<file path="src/sv/naalu_pkg.sv">
`default_nettype none
// ----------------------------------------------------------------------------
// naalu_pkg
// types, operation codes and the factorial table for the null-aware alu
// ----------------------------------------------------------------------------
package naalu_pkg;

  typedef enum logic [4:0] {
    OP_ADD = 5'd0, OP_SUB = 5'd1, OP_MUL = 5'd2, OP_DIV = 5'd3, OP_MOD = 5'd4,
    OP_AND = 5'd5, OP_XOR = 5'd6, OP_OR = 5'd7, OP_NOT = 5'd8, OP_FACT = 5'd9,
    OP_EQ = 5'd10, OP_NE = 5'd11, OP_GT = 5'd12, OP_LT = 5'd13, OP_GE = 5'd14,
    OP_LE = 5'd15, OP_DIST = 5'd16, OP_NDIST = 5'd17
  } op_t;

  localparam int unsigned FACT_LIMIT = 20;
  localparam int unsigned DIV_STEPS  = 64;

  typedef struct packed {
    logic [4:0]         req_type;
    logic [1:0]         width_sel;
    logic signed [63:0] operand_a;
    logic               a_is_null;
    logic signed [63:0] operand_b;
    logic               b_is_null;
  } in_req_t;

  typedef struct packed {
    logic signed [63:0] result_value;
    logic               result_is_null;
    logic               overflow_error;
  } out_req_t;

  // classified request handed from front to back
  typedef enum logic [1:0] {
    CL_DONE = 2'd0, CL_MUL = 2'd1, CL_DIV = 2'd2
  } cls_t;

  typedef struct packed {
    cls_t        cls;
    logic        is_mod;
    logic [1:0]  width_sel;
    logic [63:0] a;
    logic [63:0] b;
    out_req_t    res;
  } job_t;

  function automatic logic [63:0] sext(input logic [63:0] v, input logic [1:0] w);
    logic [63:0] r;
    unique case (w)
      2'd0: r = {{56{v[7]}}, v[7:0]};
      2'd1: r = {{48{v[15]}}, v[15:0]};
      2'd2: r = {{32{v[31]}}, v[31:0]};
      default: r = v;
    endcase
    return r;
  endfunction

  function automatic logic [63:0] fact_lut(input logic [4:0] n);
    logic [63:0] r;
    unique case (n)
      5'd0, 5'd1: r = 64'd1;
      5'd2:  r = 64'd2;
      5'd3:  r = 64'd6;
      5'd4:  r = 64'd24;
      5'd5:  r = 64'd120;
      5'd6:  r = 64'd720;
      5'd7:  r = 64'd5040;
      5'd8:  r = 64'd40320;
      5'd9:  r = 64'd362880;
      5'd10: r = 64'd3628800;
      5'd11: r = 64'd39916800;
      5'd12: r = 64'd479001600;
      5'd13: r = 64'd6227020800;
      5'd14: r = 64'd87178291200;
      5'd15: r = 64'd1307674368000;
      5'd16: r = 64'd20922789888000;
      5'd17: r = 64'd355687428096000;
      5'd18: r = 64'd6402373705728000;
      5'd19: r = 64'd121645100408832000;
      5'd20: r = 64'd2432902008176640000;
      default: r = 64'd0;
    endcase
    return r;
  endfunction

endpackage
`default_nettype wire

</file>
<file path="src/sv/naalu_queue.sv">
`default_nettype none
// ----------------------------------------------------------------------------
// naalu_queue
// two-entry queue between front and back
// ----------------------------------------------------------------------------
module naalu_queue (
  input  wire logic            clk,
  input  wire logic            rst_n,
  input  wire logic            wr_valid,
  output logic                 wr_stall,
  input  wire naalu_pkg::job_t wr_data,
  output logic                 rd_valid,
  input  wire logic            rd_stall,
  output naalu_pkg::job_t      rd_data
);

  naalu_pkg::job_t mem_r [2];
  logic            wp_r, rp_r;
  logic [1:0]      cnt_r;
  logic            push, pop;

  assign wr_stall = cnt_r == 2'd2;
  assign rd_valid = cnt_r != 2'd0;
  assign rd_data  = mem_r[rp_r];
  assign push     = wr_valid && !wr_stall;
  assign pop      = rd_valid && !rd_stall;

  always_ff @(posedge clk) begin
    if (!rst_n) begin
      wp_r  <= 1'b0;
      rp_r  <= 1'b0;
      cnt_r <= 2'd0;
    end else begin
      if (push) wp_r <= !wp_r;
      if (pop) rp_r <= !rp_r;
      cnt_r <= cnt_r + 2'(push) - 2'(pop);
    end
    if (push) mem_r[wp_r] <= wr_data;
  end

endmodule
`default_nettype wire

</file>
<file path="config.mk">
export PLATFORM = sky130hd
export DESIGN_NAME = naalu_queue
export DESIGN_NICKNAME = d
export VERILOG_FILES = /design/src/sv/naalu_pkg.sv /design/src/sv/naalu_queue.sv
export SDC_FILE = /design/constraint.sdc
export NUM_CORES = 1
export LEC_CHECK = 0
export BUFFER_PORTS_ARGS = -buffer_cell sky130_fd_sc_hd__buf_4
export CAP_MARGIN = 5
export CORE_AREA = 2 2 187 152
export CTS_CLUSTER_DIAMETER = 50
export CTS_CLUSTER_SIZE = 30
export DETAILED_ROUTE_END_ITERATION = 10
export DIE_AREA = 0 0 189 154
export PLACE_DENSITY = 0.83
export SETUP_SLACK_MARGIN = 0.05
export SKIP_LAST_GASP = 1
export SLEW_MARGIN = 20
export SYNTH_ARGS = -nofsm -noshare
export SYNTH_HDL_FRONTEND = slang
export SYNTH_SLANG_ARGS = --single-unit
</file>
<file path="constraint.sdc">
create_clock -name clk -period 20.4 [get_ports clk]
set_input_delay 2.04 -clock clk [delete_from_list [all_inputs] [get_ports clk]]
set_output_delay 2.04 -clock clk [all_outputs]
set_load 0.01 [all_outputs]
</file>
==> out/results.ini <==
[placement]
gp_congestion=0.8261
dp_slack_ns=16.05
io_buffer_count=403
hpwl_mm=20.86

[global_routing]
grt_use_total=0.2037
antenna_found_initial=0
grt_pass1_vias=7840
grt-ovfl-total=0
grt_max_degree=79
grt_pass1_wl_mm=45.08

[layout]
area_growth_pct=29.62
drive_gt1_frac=0.6123
fillers=1573
final_util=0.7182
fin_nets=1272
diodes=0

[setup_path]
worstSetupPathType=reg2out
startpoint_type=register
cp_common_cell=buf_4
cp_data_required_time_ns=18.36
critPathTopFamily=buffers and inverters
cpPeakStageDelay_ns=0.92
end_kind=primary output
rrSetupSlack_ns=17.72
worst-path-buf-inv=2
reg2reg_depth=5
rr_endpoint=mem_r[0][132]
worst-path-max-fanout=63
crit_chain=buf_4, mux2_2, buf_4
reg2reg_from=cnt_r[0]
crit_path_top_delay_cell=buf_4
arrival_ns=2.83

[synthesis]
synth_cell_types=18
synth_area_leaders=edfxtp_1 (80%), mux2_4 (10%), mux2_2 (7.4%)
synth_flop_cell=edfxtp_1
synth_common_cells=edfxtp_1 (398), mux2_4 (100), mux2_2 (99)
synthesis.area_um2=15010
synth-seq-area-share=0.8029
yosys_register_bits=403
syn_nets=850
synth_cells=645
synth-edff-count=398
syn_avg_cell_area_um2=23.27
synth-warning-count=0
yosysTopAreaCell=edfxtp_1
async_flop_share=0
synth.most_common_cell=edfxtp_1
synth_top_area_frac=0.7962

[drt]
drt_pass1_iterations=5
drt-total-wl_mm=30.77
drc=0
dr.first_iter.drc_count=451
vias_per_cell=5.184
ant_nets=0
num_vias=7542
wl_per_cell_um=21.14

[min_path]
min_from=rp_r
hold_path_depth=2
worstHoldPathType=reg2reg

[sta]
max_slew_margin=0.2677
tightest_slew_ns=1.098
rsz0062_at_grt=false
skew_ns=0.01313
finalHoldViolCount=0
setup_violations=0
clock.fmax_mhz=205.5
finalCritPeriodShare=0.2386
fin_hold_ws_ns=0.4726
fin_crit_ns=4.867
fin_tns_setup_ns=0
fin_ws_ns=15.53
slew_violations=0

[clock_tree]
cts_tree=done
path_clk_slew_ns=0.07
root_buffer=clkbuf_16
clock_sinks=403
worstSkewPairLatency_ns=0.56
post_cts_resized=0
htreeDepth=1
hold_buffers=0
clk_path_buf_depth=3
cts_setup_buffers=0
cts-buffers-inserted=31

[power]
p_leak_nw=7.411
peakVddDrop_v=0.0001043
p_per_area_nw_per_um2=118.1

[floorplan]
die_area_um2=29110
die_y_um=154
core-area_um2=27090
rows=54
ios=404
die_x_um=189
start_util=0.5540

[job]
maxCapViolCount=0

[status]
status=finished clean

-- where the power goes --
group	total [W]	switching (W)	internal [W]
combinational	0.000602	0.000280	0.000322
sequential	0.00108	0.0000354	0.00104
clock	0.000621	0.000294	0.000327
total	0.00230	0.000609	0.00169
-- cell usage in the layout (no fill, tap or decap), types with 4 or more instances in the layout --
| master | count |
|---|---|
| clkinvlp_4 | 5 |
| clkbuf_16 | 31 |
| inv_6 | 4 |
| dfxtp_1 | 4 |
| mux2_2 | 99 |
| edfxtp_1 | 398 |
| mux2_4 | 100 |
| buf_4 | 410 |
-- cell families (layout without fill, tap and decap cells) --
logic type | after synthesis | in the layout | synth area share
adders and majority gates | 2 | 2 | 0.001667
and+or+nand+nor | 12 | 12 | 0.004335
xor gates and xnor gates | 2 | 2 | 0.001167
muxes | 202 | 202 | 0.1763
DFF | 403 | 403 | 0.8029
buffers and inverters | 24 | 470 | 0.01367
-- metal layers --
layer,share of wire,track usage
met1,0.37,0.2500
met2,0.50,0.3459
met3,0.10,0.06574
met4,0.029,0.06362
met5,0,0
-- worst min-delay path: stages (launching register included) --
cell and delay, ns:
dfxtp_1 0.31, nand2_1 0.07, mux2i_1 0.06
-- state kept, by name, summed over array words and instances (netlist names), named ones only --
name   cells
cnt_r      2
mem_r    398
rp_r       1
wp_r       1
-- worst max path at each step --
stage	start	to	slack, ns	depth (start not counted)
final	register	rd_data[86]	15.53	3
after global routing	register	rd_data[83]	15.34	3
after CTS	register	rd_data[86]	15.45	3
after detailed placement	register	rd_data[86]	16.05	3
after global placement	register	rd_data[72]	15.64	3
after floorplan	wr_valid	mem_r[0][0]	9.26	2
-- final cells by class --
cell class	count	area, um^2	share of cell area
clock buffer	32	779.5	0.04006
clock inverter	25	287.8	0.01479
inverter	2	7.507	0.0003858
multi-input combinational	218	2766	0.1422
sequential	403	12060	0.6196
tap	364	455.4	0.02341
timing repair buffer	411	3105	0.1596
-- per-stage QoR --
stage	area, um^2	power [W]	instances
3_3_place_gp	18360	0.001683	1397
2_1_floorplan	15010	0.001460	645
6_report	19460	0.002299	1455
3_5_place_dp	18390	0.001701	1398
4_1_cts	19460	0.002322	1455
5_1_grt	19460	0.002385	1455
No activity file was read; power rests on OpenSTA's default activity.
