`src/sv/naalu_pkg.sv`:
```
`default_nettype none
// ----------------------------------------------------------------------------
// naalu_pkg
// types, operation codes and the factorial table for the null-aware alu
// ----------------------------------------------------------------------------
package naalu_pkg;

  typedef enum logic [4:0] {
    OP_ADD = 5'd0, OP_SUB = 5'd1, OP_MUL = 5'd2, OP_DIV = 5'd3, OP_MOD = 5'd4,
    OP_AND = 5'd5, OP_XOR = 5'd6, OP_OR = 5'd7, OP_NOT = 5'd8, OP_FACT = 5'd9,
    OP_EQ = 5'd10, OP_NE = 5'd11, OP_GT = 5'd12, OP_LT = 5'd13, OP_GE = 5'd14,
    OP_LE = 5'd15, OP_DIST = 5'd16, OP_NDIST = 5'd17
  } op_t;

  localparam int unsigned FACT_LIMIT = 20;
  localparam int unsigned DIV_STEPS  = 64;

  typedef struct packed {
    logic [4:0]         req_type;
    logic [1:0]         width_sel;
    logic signed [63:0] operand_a;
    logic               a_is_null;
    logic signed [63:0] operand_b;
    logic               b_is_null;
  } in_req_t;

  typedef struct packed {
    logic signed [63:0] result_value;
    logic               result_is_null;
    logic               overflow_error;
  } out_req_t;

  // classified request handed from front to back
  typedef enum logic [1:0] {
    CL_DONE = 2'd0, CL_MUL = 2'd1, CL_DIV = 2'd2
  } cls_t;

  typedef struct packed {
    cls_t        cls;
    logic        is_mod;
    logic [1:0]  width_sel;
    logic [63:0] a;
    logic [63:0] b;
    out_req_t    res;
  } job_t;

  function automatic logic [63:0] sext(input logic [63:0] v, input logic [1:0] w);
    logic [63:0] r;
    unique case (w)
      2'd0: r = {{56{v[7]}}, v[7:0]};
      2'd1: r = {{48{v[15]}}, v[15:0]};
      2'd2: r = {{32{v[31]}}, v[31:0]};
      default: r = v;
    endcase
    return r;
  endfunction

  function automatic logic [63:0] fact_lut(input logic [4:0] n);
    logic [63:0] r;
    unique case (n)
      5'd0, 5'd1: r = 64'd1;
      5'd2:  r = 64'd2;
      5'd3:  r = 64'd6;
      5'd4:  r = 64'd24;
      5'd5:  r = 64'd120;
      5'd6:  r = 64'd720;
      5'd7:  r = 64'd5040;
      5'd8:  r = 64'd40320;
      5'd9:  r = 64'd362880;
      5'd10: r = 64'd3628800;
      5'd11: r = 64'd39916800;
      5'd12: r = 64'd479001600;
      5'd13: r = 64'd6227020800;
      5'd14: r = 64'd87178291200;
      5'd15: r = 64'd1307674368000;
      5'd16: r = 64'd20922789888000;
      5'd17: r = 64'd355687428096000;
      5'd18: r = 64'd6402373705728000;
      5'd19: r = 64'd121645100408832000;
      5'd20: r = 64'd2432902008176640000;
      default: r = 64'd0;
    endcase
    return r;
  endfunction

endpackage
`default_nettype wire

```
`src/sv/naalu_front.sv`:
```
`default_nettype none
// ----------------------------------------------------------------------------
// naalu_front
// accepts requests, sign-extends operands, settles every op but mul/div/mod
// ----------------------------------------------------------------------------
module naalu_front (
  input  wire logic              clk,
  input  wire logic              rst_n,
  input  wire logic              in_valid,
  output logic                   in_stall,
  input  wire naalu_pkg::in_req_t in_data,
  output logic                   job_valid,
  input  wire logic              job_stall,
  output naalu_pkg::job_t        job_data
);

  logic              valid_r;
  naalu_pkg::job_t   job_r, job_nxt;
  logic [63:0]       a, b;
  logic              either, lt_ab, lt_ba, eq, is_dist;
  logic [63:0]       v;
  logic              nul, err;

  assign in_stall  = valid_r && job_stall;
  assign job_valid = valid_r;
  assign job_data  = job_r;

  always_comb begin
    a      = naalu_pkg::sext(in_data.operand_a, in_data.width_sel);
    b      = naalu_pkg::sext(in_data.operand_b, in_data.width_sel);
    either = in_data.a_is_null || in_data.b_is_null;
    lt_ab  = $signed(a) < $signed(b);
    lt_ba  = $signed(b) < $signed(a);
    eq     = a == b;
    is_dist = (in_data.a_is_null || in_data.b_is_null) ?
              (in_data.a_is_null != in_data.b_is_null) : !eq;
    v = '0; nul = either; err = 1'b0;
    job_nxt.cls = naalu_pkg::CL_DONE;
    job_nxt.is_mod = 1'b0;
    unique case (in_data.req_type)
      naalu_pkg::OP_ADD: v = naalu_pkg::sext(a + b, in_data.width_sel);
      naalu_pkg::OP_SUB: v = naalu_pkg::sext(a - b, in_data.width_sel);
      naalu_pkg::OP_AND: v = a & b;
      naalu_pkg::OP_XOR: v = a ^ b;
      naalu_pkg::OP_OR:  v = a | b;
      naalu_pkg::OP_MUL: if (!either) job_nxt.cls = naalu_pkg::CL_MUL;
      naalu_pkg::OP_DIV, naalu_pkg::OP_MOD: begin
        nul = either || (b == 64'd0);
        job_nxt.is_mod = in_data.req_type == naalu_pkg::OP_MOD;
        if (!nul) job_nxt.cls = naalu_pkg::CL_DIV;
      end
      naalu_pkg::OP_NOT: begin
        nul = in_data.a_is_null;
        v   = ~a;
      end
      naalu_pkg::OP_FACT: begin
        nul = in_data.a_is_null;
        if (!in_data.a_is_null && $signed(a) > $signed(64'(naalu_pkg::FACT_LIMIT))) begin
          nul = 1'b1;
          err = 1'b1;
        end else if (a[63]) begin
          v = 64'd1;
        end else begin
          v = naalu_pkg::fact_lut(a[4:0]);
        end
      end
      naalu_pkg::OP_EQ: v = {63'd0, eq};
      naalu_pkg::OP_NE: v = {63'd0, !eq};
      naalu_pkg::OP_GT: v = {63'd0, lt_ba};
      naalu_pkg::OP_LT: v = {63'd0, lt_ab};
      naalu_pkg::OP_GE: v = {63'd0, !lt_ab};
      naalu_pkg::OP_LE: v = {63'd0, !lt_ba};
      naalu_pkg::OP_DIST: begin
        nul = 1'b0;
        v   = {63'd0, is_dist};
      end
      naalu_pkg::OP_NDIST: begin
        nul = 1'b0;
        v   = {63'd0, !is_dist};
      end
      default: nul = 1'b1;
    endcase
    if (nul) job_nxt.cls = naalu_pkg::CL_DONE;
    job_nxt.width_sel          = in_data.width_sel;
    job_nxt.a                  = a;
    job_nxt.b                  = b;
    job_nxt.res.result_value   = nul ? 64'd0 : v;
    job_nxt.res.result_is_null = nul;
    job_nxt.res.overflow_error = err;
  end

  always_ff @(posedge clk) begin
    if (!rst_n) begin
      valid_r <= 1'b0;
    end else if (!in_stall) begin
      valid_r <= in_valid;
    end
    if (!in_stall && in_valid) job_r <= job_nxt;
  end

endmodule
`default_nettype wire

```
`config.mk`:
```
export PLATFORM = sky130hd
export DESIGN_NAME = naalu_front
export DESIGN_NICKNAME = d
export VERILOG_FILES = /design/src/sv/naalu_pkg.sv /design/src/sv/naalu_front.sv
export SDC_FILE = /design/constraint.sdc
export NUM_CORES = 1
export LEC_CHECK = 0
export ABC_AREA = 1
export BUFFER_PORTS_ARGS = -buffer_cell sky130_fd_sc_hd__buf_2
export CAP_MARGIN = 10
export CELL_PAD_IN_SITES_DETAIL_PLACEMENT = 1
export CELL_PAD_IN_SITES_GLOBAL_PLACEMENT = 1
export CORE_MARGIN = 8
export CORE_UTILIZATION = 37
export DETAILED_ROUTE_END_ITERATION = 6
export GPL_TIMING_DRIVEN = 1
export PLACE_DENSITY_LB_ADDON = 0.15
export SLEW_MARGIN = 20
export SYNTH_ARGS = -nofsm -noshare
export SYNTH_HDL_FRONTEND = slang
export SYNTH_SLANG_ARGS = --single-unit
```
`constraint.sdc`:
```
create_clock -name clk -period 18.9 [get_ports clk]
set_input_delay 2.835 -clock clk [delete_from_list [all_inputs] [get_ports clk]]
set_output_delay 2.835 -clock clk [all_outputs]
set_load 0.005 [all_outputs]
```
==> results of run 1 <==
## critical path: cells and delay by family
kind / cells / cell delay, ps
AOI/OAI and AO/OA: 2 / 1030
adders and majority gates: 1 / 430
buffers and inverters: 6 / 1490
and+or+nand+nor: 11 / 3250
## stage by stage
stage,area [um^2],util,total power [mW],std cells,setup slack (ps)
4_1_cts,27470,0.4185,1.932,4917,10610
6_report,27490,0.4188,1.982,4925,10080
5_1_grt,27470,0.4185,2.047,4917,9978
3_5_place_dp,26870,0.4094,1.520,4885,10080
3_3_place_gp,26870,0.4094,1.517,4885,10110
2_1_floorplan,24440,-,1.105,3785,6876
## logic make-up after synthesis
| family | count (synthesis) | share of synthesized area |
|---|---|---|
| AO/OA/AOI/OAI | 789 | 0.1829 |
| XOR/XNOR | 11 | 0.003942 |
| adder cells (fa/ha/maj) | 272 | 0.1398 |
| buffers and inverters | 738 | 0.1183 |
| flip-flops | 200 | 0.2453 |
| AND/OR/NAND/NOR | 1775 | 0.3097 |
## flip-flops by register name, indices dropped and copies added (netlist names)
register / count
job_valid: 1
job_data: 199
## routing by layer
layer | GRT usage | vias up | wire [um]
met5 | 0 | - | 11
met4 | 0.1433 | 2 | 6044
met2 | 0.5453 | 1745 | 59540
li1 | - | 13040 | -
met1 | 0.5453 | 14460 | 64840
met3 | 0.1056 | 265 | 18110
## synthesized netlist by cell type, types with 8 or more instances
cell      number  area [um^2]
a211oi_1      13        97.59
a21o_1         9        67.56
a21oi_1      353         1767
a221oi_1      23        201.4
a31oi_1        8        50.05
buf_1          9        33.78
buf_2         20        100.1
buf_4          9        67.56
buf_6          8        90.09
clkbuf_1      87        326.6
edfxtp_1     199         5976
ha_1         270         3378
inv_1        561         2106
inv_2         40        150.1
nand2_1      857         3217
nand2_2       12        75.07
nand3_1      267         1336
nand3b_1      14        105.1
nand4_1       77        481.7
nor2_1       440         1652
nor3_1        59        295.3
nor4_1        10        62.56
o211ai_1      21        157.7
o21a_1        16        120.1
o21ai_0      224         1121
o21bai_1      21        157.7
o221ai_1       9        78.83
o22ai_1       47        294.0
xor2_1         9        78.83
## report_power, final
part | internal, mW | switching [mW] | total (mW) | leakage, nW
logic | 0.247 | 0.784 | 1.03 | 11.0
registers | 0.527 | 0.00903 | 0.536 | 1.96
clock network | 0.193 | 0.223 | 0.415 | 0.293
total | 0.967 | 1.02 | 1.98 | 13.2
## layout make-up
cell class / count / area, um^2
Antenna cell: 8 / 20.02
Clock buffer: 19 / 442.9
Clock inverter: 13 / 155.1
Fill cell: 8820 / 38140
Inverter: 605 / 2276
Multi-Input combinational cell: 2847 / 15600
Sequential cell: 200 / 5996
Tap cell: 864 / 1081
Timing Repair Buffer: 369 / 1917
## worst min-delay path by stage
stage,to,start,cells after the start,slack (ps)
floorplan,job_valid,job_valid,2,480
global placement,job_valid,job_valid,2,490
detailed placement,job_valid,job_valid,2,560
CTS,job_valid,job_valid,2,570
global route,job_valid,job_valid,2,580
finish,job_valid,job_valid,2,530
==> impl_results.md, run 1 <==
- Status: complete, no violations
- H-tree Lvls: 4
- Syn_nets: 4198
- Fraction of layout cells with a size suffix above 1: 0.1224
- Number of detailed-route iterations in the first pass: 6
- CP Max Fanout: 37
- Slew Limit Fails: 0
- Crit-path slowest cell: nand2_1
- Synth warnings: 0
- Site row count: 94
- IO Port Bufs: 341
- Crit path to: job_data[55]
- Hpwl dp: 122.8 mm
- Max clock buf depth: 2
- Max Clock Freq: 0.1134 GHz
- Post-CTS Setup Bufs: 0
- Final #Nets: 4453
- PwrDens: 72.12 mW/mm^2
- Maxcap violations: 0
- Avg Cell Area, Syn: 6.458 um^2
- Layout area overhead: 12.44%
- Clock skew: 19.09 ps
- DIE AREA: 0.07455 mm^2
- Post-cts resize count: 0
- First-pass GRT wire length: 206.7 mm
- Commonest non-fill, non-tap cell in the layout: nand2_1
- #FFs+latches synth: 200
- Clk_lat worst skew: 520 ps
- Fin crit share: 0.4665
- Drt via density: 5.991
- VDD IR max: 67.16 uV
- Synth cell types: 61
- Hold/Removal Path Class: flop to flop
- R2R setup slack: 15810 ps
- Core Footprint: 0.06563 mm^2
- # DRC: 0
- Crit path arrival time: 9090 ps
- Crit path largest cell delay: 720 ps
- Reg-to-Reg End: job_data[92]
- Clk root buf: clkbuf_16
- R2r worst-path depth: 5
- Final min period: 8817 ps
- Syn Std Cell Area: 0.02444 mm^2
- CTS tree: done
- Post-synth top flop: edfxtp_1
- Total negative slack for setup checks: 0 ps
- Clock sinks: 200
- Routability cong.: 1.062
- Number of enable flip-flop cells after synthesis: 199
- Crit path from: in_data[131]
- # IOs: 342
- Via count: 29510
- Worst reg2reg path startpoint: job_valid
- Most used cell, CP: nand2_1
- RSZ-0062 raised after global routing: false
- Setup CP Type: primary input to flop
- Iteration-0 DRC Markers: 3534
- Clk slew on worst S/H paths: 90 ps
- Final Hold Vio Count: 0
- Initial Util: 0.3725
- Number of CTS-inserted buffers: 17
- Relative max-transition margin: 0.2596
- Lkg Pwr: 13.21 nW
- Global-route usage over all layers: 0.3835
- Die H: 273.0 um
- Critical Path End Type: flop
- Total gr overflow: 0
- Hold slack: 532.7 ps
- Initial antenna violation count: 6
- Chip Width: 273.0 um
- Post-CTS Hold Fix Bufs: 0
- Most frequent cells in the layout: nand2_1, inv_1, nor2_1, a21oi_1, buf_2
- Post-synthesis sequential area ratio: 0.2453
- Startpoint Class: primary input
- Worst path cell trace: buf_2, buf_4, inv_4, nand2_1, nand2_1, nand2_1, ha_1, nand2_1, o21ai_0, inv_1, o21ai_0, inv_1, nand2_1, nand3_1, nand4_1, nand3_1, nand2_1, nand3b_1, nand2_1, inv_2
- Largest net degree at the start of global routing: 85
- Post-Syn Instances: 3785
- Vias in the first global route: 28460
- Average routed wire per standard cell: 30.16 um
- Drt total wl: 148.5 mm
- Routed Antenna Nets: 0
- Ys async rst share: 0
- Measured slew at the worst slew-check pin: 1108 ps
- Final setup viols: 0
- Required time worst endpoint: 19170 ps
Note: power is estimated with default switching activity, not from simulation.
==> run 2: changes to the inputs <==
clock period = 7.3 ns   (was 18.9 ns; I/O delays follow)
==> impl_results.md, run 2 (same netlist as run 1, synthesis figures left out) <==
- Status: complete, no violations
- Worst path buffer plus inverter count: 6 (unchanged)
- Vias in the first global route: 28990 (+1.9%)
- Lkg Pwr: 13.46 nW (+1.9%)
- Most used cell, CP: nor2_1
- Critical Path End Type: flop
- Max clock buf depth: 2 (unchanged)
- Crit-path slowest cell: ha_1
- Maxcap violations: 0 (unchanged)
- # DRC: 0 (unchanged)
- Drt total wl: 151.8 mm (+2.2%)
- Required time worst endpoint: 7560 ps (-11610 ps)
- Final Hold Vio Count: 0 (unchanged)
- Min-delay src: job_valid
- IO Port Bufs: 341 (unchanged)
- Core Footprint: 0.06563 mm^2 (unchanged)
- Total gr overflow: 0 (unchanged)
- Average routed wire per standard cell: 30.52 um (+1.2%)
- Max Clock Freq: 0.1490 GHz
- Crit path arrival time: 6970 ps (-2120 ps)
- Initial Util: 0.3725 (unchanged)
- Fin crit share: 0.9194
- RSZ-0062 raised after global routing: false
- Clock skew: 22.47 ps (+3.381 ps)
- Fill count: 8869 (+0.56%)
- Max FFs per register: 199 (unchanged)
- Measured slew at the worst slew-check pin: 1083 ps (-25.07 ps)
- Relative max-transition margin: 0.2714 (+0.01181)
- Slew Limit Fails: 0 (unchanged)
- Layout area overhead: 14.07%
- Clk slew on worst S/H paths: 100 ps (about the same)
- CP Max Fanout: 19 (-49%)
- Worst reg2reg path startpoint: job_valid
- Hpwl dp: 127.9 mm (+4.1%)
- Chip Width: 273.0 um (unchanged)
- Util after Layout: 0.4249 (+0.006082)
- PwrDens: 187.4 mW/mm^2 (+160%)
- Hold/Removal Path Class: flop to flop
- Post-cts resize count: 0 (unchanged)
- Fraction of layout cells with a size suffix above 1: 0.1339 (+0.01154)
- Crit path largest cell delay: 630 ps (-90 ps)
- Post-CTS Hold Fix Bufs: 0 (unchanged)
- Startpoint Class: primary input
- VDD IR max: 200.0 uV (+200%)
- Final #Nets: 4507 (+1.2%)
- Initial antenna violation count: 9 (+3)
- Clock sinks: 200 (unchanged)
- Die H: 273.0 um (unchanged)
- Routed Antenna Nets: 0 (unchanged)
- Final min period: 6711 ps
- Clk_lat worst skew: 520 ps (about the same)
- Via count: 29760 (+0.86%)
- # IOs: 342 (unchanged)
- Number of detailed-route iterations in the first pass: 5 (-1)
- Post-CTS Setup Bufs: 0 (unchanged)
- CTS tree: done
- Drt via density: 5.984 (-0.13%)
- Clk root buf: clkbuf_16
- Crit path max-delay family: simple AND/OR/NAND/NOR gates
- Final setup viols: 0 (unchanged)
- Commonest non-fill, non-tap cell in the layout: nand2_1
- Largest net degree at the start of global routing: 128 (+51%)
- Total negative slack for setup checks: 0 ps (unchanged)
- Hold slack: 602.0 ps (+69.33 ps)
- First-pass GRT wire length: 211.5 mm (+2.3%)
- Global-route usage over all layers: 0.3920 (+0.008505)
- Most frequent cells in the layout: nand2_1, inv_1, nor2_1, a21oi_1, buf_2
- H-tree Lvls: 4 (unchanged)
- Routability cong.: 1.083 (+2.0%)
- Setup CP Type: primary input to flop
- DIE AREA: 0.07455 mm^2 (unchanged)
- Iteration-0 DRC Markers: 3699 (+4.7%)
- Site row count: 94 (unchanged)
- Number of CTS-inserted buffers: 17 (unchanged)
- Crit path from: in_data[130]
-- run 2: cell count changes in the layout (fill, tap and decap cells not counted), moves of 3 or more --
cell	delta
diode_2	-5
buf_12	+3
inv_8	+3
inv_6	-3
buf_4	+51
-- run 2: per-stage QoR --
step	area, um^2	power [mW]	setup WS (ps)	std cells
3_5_place_dp	27290	4.038	340.8	4939
2_1_floorplan	24450	2.852	449.6	3785
6_report	27880	5.227	588.7	4974
4_1_cts	27880	5.093	876.5	4971
3_3_place_gp	27290	4.029	250.4	4939
5_1_grt	27880	5.390	506.3	4971
-- run 2: cell type report --
class | instances | area [um^2] | share of cell area
Inverter | 605 | 2276 | 0.08162
Clock buffer | 18 | 439.2 | 0.01575
Tap cell | 864 | 1081 | 0.03877
Multi-Input combinational cell | 2847 | 15580 | 0.5586
Timing Repair Buffer | 423 | 2360 | 0.08463
Sequential cell | 200 | 5996 | 0.2150
Clock inverter | 14 | 147.6 | 0.005295
Antenna cell | 3 | 7.507 | 0.0002692
-- run 2: worst paths after layout --
| kind | endpoint | slack (ps) | depth (start not counted) |
|---|---|---|---|
| setup / recovery | job_data[2] | 590 | 27 |
| hold / removal | job_valid | 600 | 2 |
| setup reg to reg | job_data[159] | 5040 | 4 |
| hold reg to reg | job_valid | 600 | 2 |
-- run 2: per-layer routing --
| layer | global-route usage | up-vias | part of all wire |
|---|---|---|---|
| met2 | 0.5580 | 1742 | 0.40 |
| li1 | - | 13130 | - |
| met1 | 0.5498 | 14630 | 0.43 |
| met4 | 0.1386 | 8 | 0.039 |
| met5 | 0 | - | 0.00032 |
| met3 | 0.1246 | 255 | 0.13 |
-- run 2: report_power, final --
group	internal [mW]	switching [mW]	total (mW)
registers	1.36	0.0228	1.39
clock network	0.469	0.590	1.06
logic	0.685	2.10	2.78
-- run 2: worst register-to-register path, cell delays in order, from the launching register on --
cell and delay [ps]:
dfxtp_1 340, nand2_1 100, inv_1 90, nor2_4 500, buf_4 710
